`src/tcts_pkg.sv`:
```
// ----------------------------------------------------------------------------
// tcts_pkg: shared types and constants of the ticket scheduler
// Sizes, class and status codes, channel widths and FIFO handshake structs.
// ----------------------------------------------------------------------------
package tcts_pkg;

    localparam int QUEUE_DEPTH = 16;
    localparam int TICKET_BITS = 16;

    localparam int PTR_BITS = (QUEUE_DEPTH > 1) ? $clog2(QUEUE_DEPTH) : 1;
    localparam int CNT_BITS = PTR_BITS + 1;

    localparam int NUM_CLASSES = 3;
    localparam int CLASS_BITS  = 2;
    localparam int STATUS_BITS = 2;
    localparam int RATIO_BITS  = 4;
    localparam int RUN_BITS    = 4;

    localparam logic [RUN_BITS-1:0]   RUN_MAX     = 4'd15;
    localparam logic [RATIO_BITS-1:0] RATIO_RESET = 4'd3;

    // client classes
    localparam logic [CLASS_BITS-1:0] CLS_PRIORITY = 2'd0;
    localparam logic [CLASS_BITS-1:0] CLS_POSTAL   = 2'd1;
    localparam logic [CLASS_BITS-1:0] CLS_MONEY    = 2'd2;
    localparam logic [CLASS_BITS-1:0] CLS_NONE     = 2'd3;

    // result status codes
    localparam logic [STATUS_BITS-1:0] ST_QUEUED  = 2'd0;
    localparam logic [STATUS_BITS-1:0] ST_SERVED  = 2'd1;
    localparam logic [STATUS_BITS-1:0] ST_EMPTY   = 2'd2;
    localparam logic [STATUS_BITS-1:0] ST_FULL    = 2'd3;

    // opcodes
    localparam logic OP_ENQUEUE = 1'b0;
    localparam logic OP_SERVE   = 1'b1;

    // register map
    localparam int  CFG_ADDR_BITS  = 3;
    localparam int  CFG_DATA_BITS  = 32;
    localparam logic REG_MONEY_RATIO = 1'b0;

    // stream widths
    localparam int IN_TDATA_BITS  = 8;
    localparam int IN_TUSER_BITS  = 1;
    localparam int OUT_TDATA_BITS = ((TICKET_BITS + CLASS_BITS + 7) / 8) * 8;
    localparam int OUT_TUSER_BITS = STATUS_BITS;

    typedef struct packed {
        logic push;
        logic pop;
    } t_fifo_ctl;

    typedef struct packed {
        logic empty;
        logic full;
    } t_fifo_sts;

endpackage

```
`src/tcts_fifo.sv`:
```
// ----------------------------------------------------------------------------
// tcts_fifo: ticket FIFO for one client class
// Circular store with head pointer and fill count; head word kept in a register.
// ----------------------------------------------------------------------------
module tcts_fifo (
    input  logic                             i_clk,
    input  logic                             i_rst_n,
    input  tcts_pkg::t_fifo_ctl              i_ctl,
    input  logic [tcts_pkg::TICKET_BITS-1:0] i_push_data,
    output logic [tcts_pkg::TICKET_BITS-1:0] o_head_data,
    output tcts_pkg::t_fifo_sts              o_sts
);

    localparam logic [tcts_pkg::CNT_BITS-1:0] DEPTH_C =
        tcts_pkg::CNT_BITS'(tcts_pkg::QUEUE_DEPTH);
    localparam logic [tcts_pkg::PTR_BITS-1:0] LAST_C =
        tcts_pkg::PTR_BITS'(tcts_pkg::QUEUE_DEPTH - 1);

    logic [tcts_pkg::TICKET_BITS-1:0] r_store [tcts_pkg::QUEUE_DEPTH];
    logic [tcts_pkg::TICKET_BITS-1:0] r_head_data;
    logic [tcts_pkg::PTR_BITS-1:0]    r_head, n_head;
    logic [tcts_pkg::CNT_BITS-1:0]    r_count, n_count;
    logic [tcts_pkg::CNT_BITS-1:0]    w_tail_sum;
    logic [tcts_pkg::PTR_BITS-1:0]    w_tail;

    // wrap tail = head + count back into the store
    assign w_tail_sum = {1'b0, r_head} + r_count;
    assign w_tail = (w_tail_sum >= DEPTH_C) ?
                    tcts_pkg::PTR_BITS'(w_tail_sum - DEPTH_C) :
                    w_tail_sum[tcts_pkg::PTR_BITS-1:0];

    assign o_head_data = r_head_data;
    assign o_sts.empty = (r_count == '0);
    assign o_sts.full  = (r_count >= DEPTH_C);

    always_comb begin
        n_head  = r_head;
        n_count = r_count;
        if (i_ctl.pop) begin
            n_head  = (r_head == LAST_C) ? '0 : r_head + 1'b1;
            n_count = r_count - 1'b1;
        end else if (i_ctl.push) begin
            n_count = r_count + 1'b1;
        end
    end

    always_ff @(posedge i_clk) begin
        if (!i_rst_n) begin
            r_head  <= '0;
            r_count <= '0;
        end else begin
            r_head  <= n_head;
            r_count <= n_count;
        end
    end

    // a push into an empty queue lands straight in the head register;
    // a pop that leaves words behind loads the next one from the store
    always_ff @(posedge i_clk) begin
        if (i_ctl.push) begin
            r_store[w_tail] <= i_push_data;
        end
        if (i_ctl.push && (r_count == '0)) begin
            r_head_data <= i_push_data;
        end else if (i_ctl.pop && (n_count != '0)) begin
            r_head_data <= r_store[n_head];
        end
    end

endmodule

```
`src/three_class_ticket_scheduler_core.sv`:
```
// ----------------------------------------------------------------------------
// three_class_ticket_scheduler_core: three-queue ticket dispenser and server
// Hands out ticket numbers into priority, postal and money queues and serves
// them by strict priority plus a money/postal ratio.
// ----------------------------------------------------------------------------
//
// Channel   Dir  Word                          Notes
// s_axis    in   tuser[0] opcode               0 enqueue, 1 serve
//                tdata[1:0] client_class       used on enqueue only
// m_axis    out  tuser[1:0] status             queued/served/empty/full
//                tdata[15:0] ticket, [17:16] served_class
// apb       in   reg 0 (addr 0) money_ratio    4 bits, reset 3
//
// One word is accepted per cycle and one result word leaves per cycle while
// m_axis is not stalled; a word passes the input register, then the result
// register. The rate is set by the single decide-and-update pass on the FIFO
// heads and counters. Reset clears all pointers, the ticket counter and the
// money run; the ticket stores need no clearing. A stalled result holds in
// the result register while the input register still takes one more word.
// ----------------------------------------------------------------------------
module three_class_ticket_scheduler_core (
    input  logic                                 i_clk,
    input  logic                                 i_rst_n,
    // stream in
    input  logic                                 s_axis_tvalid,
    output logic                                 s_axis_tready,
    input  logic [tcts_pkg::IN_TDATA_BITS-1:0]   s_axis_tdata,  // [1:0] client_class
    input  logic [tcts_pkg::IN_TUSER_BITS-1:0]   s_axis_tuser,  // [0] opcode
    // stream out
    output logic                                 m_axis_tvalid,
    input  logic                                 m_axis_tready,
    output logic [tcts_pkg::OUT_TDATA_BITS-1:0]  m_axis_tdata,  // ticket, served_class
    output logic [tcts_pkg::OUT_TUSER_BITS-1:0]  m_axis_tuser,  // [1:0] status
    // configuration
    input  logic                                 psel,
    input  logic                                 penable,
    input  logic                                 pwrite,
    input  logic [tcts_pkg::CFG_ADDR_BITS-1:0]   paddr,
    input  logic [tcts_pkg::CFG_DATA_BITS-1:0]   pwdata,
    output logic [tcts_pkg::CFG_DATA_BITS-1:0]   prdata,
    output logic                                 pready
);

    localparam int TB = tcts_pkg::TICKET_BITS;
    localparam int CB = tcts_pkg::CLASS_BITS;

    // ---------------- configuration ----------------
    logic [tcts_pkg::RATIO_BITS-1:0] r_ratio;
    logic                            w_reg_sel;

    assign pready    = 1'b1;
    assign w_reg_sel = (paddr[2] == tcts_pkg::REG_MONEY_RATIO);
    assign prdata    = w_reg_sel ?
                       {{(tcts_pkg::CFG_DATA_BITS-tcts_pkg::RATIO_BITS){1'b0}}, r_ratio} :
                       '0;

    always_ff @(posedge i_clk) begin
        if (!i_rst_n) begin
            r_ratio <= tcts_pkg::RATIO_RESET;
        end else if (psel && penable && pwrite && pready && w_reg_sel) begin
            r_ratio <= pwdata[tcts_pkg::RATIO_BITS-1:0];
        end
    end

    // ---------------- input register ----------------
    logic                    r_in_valid;
    logic                    r_in_op;
    logic [CB-1:0]           r_in_cls;
    logic                    w_proc;
    logic                    w_out_free;

    assign w_out_free    = !m_axis_tvalid || m_axis_tready;
    assign w_proc        = r_in_valid && w_out_free;
    assign s_axis_tready = !r_in_valid || w_out_free;

    always_ff @(posedge i_clk) begin
        if (!i_rst_n) begin
            r_in_valid <= 1'b0;
        end else if (s_axis_tready) begin
            r_in_valid <= s_axis_tvalid;
        end
    end

    always_ff @(posedge i_clk) begin
        if (s_axis_tvalid && s_axis_tready) begin
            r_in_op  <= s_axis_tuser[0];
            r_in_cls <= s_axis_tdata[CB-1:0];
        end
    end

    // ---------------- class FIFOs ----------------
    tcts_pkg::t_fifo_ctl w_ctl  [tcts_pkg::NUM_CLASSES];
    tcts_pkg::t_fifo_sts w_sts  [tcts_pkg::NUM_CLASSES];
    logic [TB-1:0]       w_head [tcts_pkg::NUM_CLASSES];

    logic [TB-1:0]       r_next_ticket;
    logic [tcts_pkg::RUN_BITS-1:0] r_run, n_run;

    genvar g;
    generate
        for (g = 0; g < tcts_pkg::NUM_CLASSES; g++) begin : g_fifo
            tcts_fifo u_fifo (
                .i_clk       (i_clk),
                .i_rst_n     (i_rst_n),
                .i_ctl       (w_ctl[g]),
                .i_push_data (r_next_ticket),
                .o_head_data (w_head[g]),
                .o_sts       (w_sts[g])
            );
        end
    endgenerate

    // ---------------- decide ----------------
    logic [tcts_pkg::STATUS_BITS-1:0] w_status;
    logic [TB-1:0]                    w_ticket;
    logic [CB-1:0]                    w_class;
    logic                             w_push;
    logic                             w_pop;
    logic                             w_enq_ok;

    always_comb begin
        w_status = tcts_pkg::ST_EMPTY;
        w_ticket = '0;
        w_class  = tcts_pkg::CLS_PRIORITY;
        w_push   = 1'b0;
        w_pop    = 1'b0;
        w_enq_ok = 1'b0;
        n_run    = r_run;

        if (r_in_op == tcts_pkg::OP_ENQUEUE) begin
            w_class = r_in_cls;
            case (r_in_cls)
                tcts_pkg::CLS_PRIORITY: w_enq_ok = !w_sts[0].full;
                tcts_pkg::CLS_POSTAL:   w_enq_ok = !w_sts[1].full;
                tcts_pkg::CLS_MONEY:    w_enq_ok = !w_sts[2].full;
                default:                w_enq_ok = 1'b0;
            endcase
            if (w_enq_ok) begin
                w_status = tcts_pkg::ST_QUEUED;
                w_ticket = r_next_ticket;
                w_push   = 1'b1;
            end else begin
                w_status = tcts_pkg::ST_FULL;
            end
        end else begin
            w_status = tcts_pkg::ST_SERVED;
            w_pop    = 1'b1;
            if (!w_sts[0].empty) begin
                w_class = tcts_pkg::CLS_PRIORITY;
            end else if (w_sts[2].empty && !w_sts[1].empty) begin
                w_class = tcts_pkg::CLS_POSTAL;
            end else if (!w_sts[2].empty) begin
                // let one waiting postal client in once the money run is long enough
                if (!w_sts[1].empty && (r_run >= r_ratio)) begin
                    w_class = tcts_pkg::CLS_POSTAL;
                    n_run   = '0;
                end else begin
                    w_class = tcts_pkg::CLS_MONEY;
                    if (r_run < tcts_pkg::RUN_MAX) begin
                        n_run = r_run + 1'b1;
                    end
                end
            end else begin
                w_status = tcts_pkg::ST_EMPTY;
                w_pop    = 1'b0;
            end
            case (w_class)
                tcts_pkg::CLS_PRIORITY: w_ticket = w_pop ? w_head[0] : '0;
                tcts_pkg::CLS_POSTAL:   w_ticket = w_pop ? w_head[1] : '0;
                tcts_pkg::CLS_MONEY:    w_ticket = w_pop ? w_head[2] : '0;
                default:                w_ticket = '0;
            endcase
        end
    end

    always_comb begin
        for (int c = 0; c < tcts_pkg::NUM_CLASSES; c++) begin
            w_ctl[c].push = w_proc && w_push && (w_class == CB'(c));
            w_ctl[c].pop  = w_proc && w_pop  && (w_class == CB'(c));
        end
    end

    // ---------------- state and result register ----------------
    logic [tcts_pkg::STATUS_BITS-1:0] r_status;
    logic [TB-1:0]                    r_ticket;
    logic [CB-1:0]                    r_class;
    logic                             r_out_valid;

    always_ff @(posedge i_clk) begin
        if (!i_rst_n) begin
            r_next_ticket <= '0;
            r_run         <= '0;
            r_out_valid   <= 1'b0;
        end else begin
            if (w_proc) begin
                r_run <= n_run;
                if (w_push) begin
                    r_next_ticket <= r_next_ticket + 1'b1;
                end
            end
            if (w_out_free) begin
                r_out_valid <= r_in_valid;
            end
        end
    end

    always_ff @(posedge i_clk) begin
        if (w_proc) begin
            r_status <= w_status;
            r_ticket <= w_ticket;
            r_class  <= w_class;
        end
    end

    assign m_axis_tvalid = r_out_valid;
    assign m_axis_tuser  = r_status;
    assign m_axis_tdata  = {{(tcts_pkg::OUT_TDATA_BITS-TB-CB){1'b0}}, r_class, r_ticket};

endmodule
```
`config.mk`:
```
export PLATFORM = sky130hd
export DESIGN_NAME = three_class_ticket_scheduler_core
export DESIGN_NICKNAME = d
export VERILOG_FILES = /design/src/tcts_pkg.sv /design/src/tcts_fifo.sv /design/src/three_class_ticket_scheduler_core.sv
export SDC_FILE = /design/constraint.sdc
export NUM_CORES = 1
export LEC_CHECK = 0
export ABC_AREA = 1
export BUFFER_PORTS_ARGS = -buffer_cell sky130_fd_sc_hd__buf_4
export CAP_MARGIN = 15
export CORE_MARGIN = 3
export CORE_UTILIZATION = 62
export DETAILED_ROUTE_END_ITERATION = 16
export PLACE_DENSITY = 0.79
export SLEW_MARGIN = 0
export SYNTH_ARGS = -nofsm -noshare
export SYNTH_HDL_FRONTEND = slang
export SYNTH_SLANG_ARGS = --single-unit
```
`constraint.sdc`:
```
create_clock -name i_clk -period 4.95 [get_ports i_clk]
set_input_delay 0.2475 -clock i_clk [delete_from_list [all_inputs] [get_ports i_clk]]
set_output_delay 0.2475 -clock i_clk [all_outputs]
set_load 0.1 [all_outputs]
```
==> summary.md <==
Data arrives at the worst endpoint at 4.69 ns. The average cell area after synthesis is 9.88 um^2, and the final net count is 4,295. At the later pin of the worst-skew pair, clock insertion delay measures 0.67 ns. The starting utilization of the core area is 63.1%. The tightest min-delay check is of the in -> reg type. The H-tree was split into 3 levels.

The analysis attributes to cell leakage a power of 19.7 nW. The critical path goes through inv_1 > ha_1 > nand3_1 > nand2_1 > nand2_1 > nand2_1 > nand2_2 > nand3_2 > inv_2 > o21ai_2 > inv_2 > nand2_1 > a21oi_4 > nand2_4 > nand2_1 > nand2_1. The count of buffers inserted at the top-level ports works out to 40. The cell that appears most often on the critical path is sky130_fd_sc_hd__nand2_1. The first global-routing pass estimated 155,000 um of wire. The tree built by TritonCTS fans out to 892 sinks. The kind of cell with the highest combined delay on the critical path was simple AND/OR/NAND/NOR gates. At the pin with the least slew margin, the transition time is 1.20 ns. The detailed-route vias per instance was 5.73; the wire length after detailed routing was 101,000 um. After layout, the worst path uses 86.6% of the clock period. For this run, design rule violations remaining after detail routing come to 0. Kind of critical path: reg -> reg.

The run gives 0 as the total inserted antenna cells. The estimated wirelength of the detail-placed design was 56,200 um. The tools report the startpoint kind of the worst setup timing path as a register.

Synthesis handed over a netlist of 4,150 instances. Setup repair after global routing left no endpoint under its margin. Once detail routing completed, the nets flagged for antenna violations numbered 0. TritonCTS built the clock tree. The number of distinct standard cells referenced by the synthesized netlist came out at 48. At the end of routability-driven placement, the weighted congestion stood at 0.894. In this run the cell area of the synthesized design comes to 41,000 um^2.

All-layer global routing usage: 28.8%. The tools report the first-pass iteration count of the detailed router as 6. Setup violations remaining at the end of the flow were counted as 0.

The relative slew slack was 20.2%; the clock period minus worst slack was 4.29 ns. For the CTS buffer count, the log shows 90. The share of final-layout standard cells stronger than drive strength 1 was 8.07%.

Global routing finished with a remaining overflow of 0. Based on the critical path, the design can be clocked at up to 233 MHz. The run gives 0 as the hold violation total from the final report. The routed layout has 29,500 vias. The tools report the start point of the worst hold path as psel. By area the synthesized netlist is led by sky130_fd_sc_hd__edfxtp_1, sky130_fd_sc_hd__nand3_1, sky130_fd_sc_hd__nand2_1. The logs give 27,700 for the via count of the first global-routing pass and 0.665 ns for the setup slack of the critical path after layout. In this run the worst path has a maximum fanout of 18. Measured on the finished design, the core utilization comes to 69.9%.

The worst IR drop on VDD came out at 0.000322 V. Entering global routing, the biggest net connects 68 pins. The run finished with clean final reports.

After routing, the total negative slack on setup checks comes to 0 ns. The final max-slew violation count was 0; the flip-flop and latch count after synthesis was 892. Row generation in the floorplan step produced 93 rows. Compared with the post-synthesis result, the final layout area differs by 10.7%.

STA classifies the critical path endpoint as a register. Buffers added to address setup during post-CTS repair amount to 0. Before CTS, the worst setup slack after placement is 0.832 ns.

Summed over all instances, the cell type with the most area after synthesis is sky130_fd_sc_hd__edfxtp_1. The floorplan step set the die height to 263 um. In the final routed layout, each cell accounts on average for 19.7 um. The run gives 5.36 ns as the required arrival time at the worst endpoint.

For the count of synthesis-stage warnings from yosys, the log shows 0. The startpoint identified for the worst register-to-register timing path is g_fifo[1].u_fifo.r_count[1]$_SDFF_PN0_. The initial antenna violation count was 1; the clock transition at the registers of the reported paths was 0.07 ns. The tool flagged a number of max-cap violations equal to 0. The master cell of the clock root buffer is sky130_fd_sc_hd__clkbuf_16. The cell at the slowest stage of the critical path was sky130_fd_sc_hd__dfxtp_1. The longest clock path from root to sink contains 3 buffers.

The count of pins on the block boundary is 112, and the proportion of synthesized chip area in sequential cells is 64.0%. In this design, the stage delay of the slowest critical-path cell is 0.48 ns. The tools report the timing startpoint of the critical path as g_fifo[1].u_fifo.r_count[1]$_SDFF_PN0_. In this run the power density over the cells is 344 nW/um^2. The worst clock skew is 0.0348 ns, and the full die area is 69,300 um^2.

The area share of the largest cell type after synthesis came out at 61.4%. The detailed router finished its first iteration with 4,011 violations. The count of buffer and inverter cells on the critical path was 3; the width of the chip was 263 um. The run gives 64,900 um^2 as the area of the core.
-- metrics by stage --
| stage | instance area (um^2) | hold WS [ns] | power (mW) | std cells |
|---|---|---|---|---|
| 6_report | 45400 | 0.177 | 15.6 | 5140 |
| 5_1_grt | 45400 | 0.202 | 16.0 | 5140 |
| 4_1_cts | 45400 | 0.120 | 15.6 | 5139 |
| 3_5_place_dp | 42300 | 0.428 | 9.04 | 4962 |
| 3_3_place_gp | 42300 | 0.433 | 9.03 | 4962 |
| 2_1_floorplan | 41100 | 0.346 | 8.89 | 4183 |
-- area by class of cell --
type / instances / area [um^2]
clock buffers: 110 / 2350
clock inverters: 53 / 547
fillers: 4402 / 19600
inverters: 823 / 3100
multi-input cells: 2251 / 10700
flip-flops and latches: 892 / 26300
well taps: 855 / 1070
repair buffers: 156 / 1330
-- cell usage in the layout, fill, tap and decap left out, types with 10 or more instances in the layout --
cell type | Yosys | routed
sky130_fd_sc_hd__nand2_1 | 1010 | 1001
sky130_fd_sc_hd__nand4_1 | 25 | 25
sky130_fd_sc_hd__edfxtp_1 | 839 | 839
sky130_fd_sc_hd__dfxtp_2 | 0 | 16
sky130_fd_sc_hd__ha_1 | 27 | 27
sky130_fd_sc_hd__o21ai_0 | 39 | 39
sky130_fd_sc_hd__nand3_1 | 830 | 830
sky130_fd_sc_hd__nor2_1 | 109 | 109
sky130_fd_sc_hd__clkbuf_1 | 71 | 18
sky130_fd_sc_hd__xor2_1 | 17 | 17
sky130_fd_sc_hd__conb_1 | 2 | 35
sky130_fd_sc_hd__nor3_1 | 13 | 13
sky130_fd_sc_hd__clkinv_2 | 0 | 13
sky130_fd_sc_hd__nand3b_1 | 48 | 48
sky130_fd_sc_hd__clkbuf_16 | 0 | 90
sky130_fd_sc_hd__a21oi_1 | 30 | 30
sky130_fd_sc_hd__buf_4 | 48 | 132
sky130_fd_sc_hd__dlygate4sd3_1 | 0 | 14
sky130_fd_sc_hd__buf_12 | 0 | 10
sky130_fd_sc_hd__clkinv_1 | 1 | 21
sky130_fd_sc_hd__inv_1 | 814 | 814
sky130_fd_sc_hd__dfxtp_1 | 53 | 37
-- worst register-to-register path, delay by kind of cell (launching register included) --
kind | cells | cell delay, ns
AOI/OAI and AO/OA | 2 | 0.67
adders and majority gates | 1 | 0.20
buffers and inverters | 3 | 0.80
DFF | 1 | 0.48
and+or+nand+nor | 10 | 1.89
-- sequential cells by signal, indices dropped and copies added (netlist names), 4 cells and up --
| register | cells |
|---|---|
| g_fifo.u_fifo.r_store | 768 |
| g_fifo.u_fifo.r_count | 15 |
| g_fifo.u_fifo.o_head_data | 48 |
| r_ticket | 16 |
| r_next_ticket | 16 |
| r_run | 4 |
| r_ratio | 4 |
| g_fifo.u_fifo.r_head | 12 |
-- cell usage after synthesis (all sizes together) --
cell type	count
nor3b	1
xor2	20
a21oi	32
o211ai	5
clkinv	1
nand3	837
nand3b	48
nand4	26
conb	2
dfxtp	53
a31oi	1
o21ai	52
buf	146
ha	27
nor3	15
or2	4
edfxtp	839
and3	1
a21o	2
clkbuf	71
fa	3
o22ai	1
nand2	1019
nor2	115
inv	822
xnor2	7
-- power breakdown --
part | leakage, nW | switching [mW] | total [mW] | internal, mW
combinational | 9.93 | 0.566 | 0.718 | 0.152
clock | 1.40 | 2.86 | 6.67 | 3.81
sequential | 8.34 | 0.0178 | 8.20 | 8.18
total | 19.7 | 3.44 | 15.6 | 12.1
-- path summary, 6_finish.rpt --
| kind | endpoint | slack (ns) | depth (start not counted) |
|---|---|---|---|
| max | g_fifo[0].u_fifo.o_head_data[2]$_DFFE_PP_ | 0.66 | 16 |
| min | r_ratio[2]$_SDFFE_PN0P_ | 0.18 | 4 |
| max reg2reg | g_fifo[0].u_fifo.o_head_data[2]$_DFFE_PP_ | 0.66 | 16 |
| min reg2reg | r_next_ticket[10]$_SDFFE_PN0N_ | 0.51 | 2 |
-- kinds of logic (layout without fill, tap and decap cells) --
group	after synthesis	after routing	share of synthesized area, %
flops	892	892	64.0
simple gates	2066	2066	22.6
buf+inv	1040	1142	10.4
xor+xnor	27	27	0.632
compound gates	93	93	1.39
other cells	2	35	0.0183
fa+ha+maj	30	30	0.970
-- timing repair --
item,in CTS,in global routing
resized for setup,0,0
hold buffers,14,0
endpoints found under the hold margin,28,0
-- routing by layer --
layer  vias to the layer above  track usage [%]  share of wire (%)
met5                         -                0                  0
met3                       257             4.56                 12
met1                     13900             40.2                 38
met4                         0             12.5                3.9
li1                      13500                -                  -
met2                      1789             45.5                 47
(Power assumes the default switching activity.)
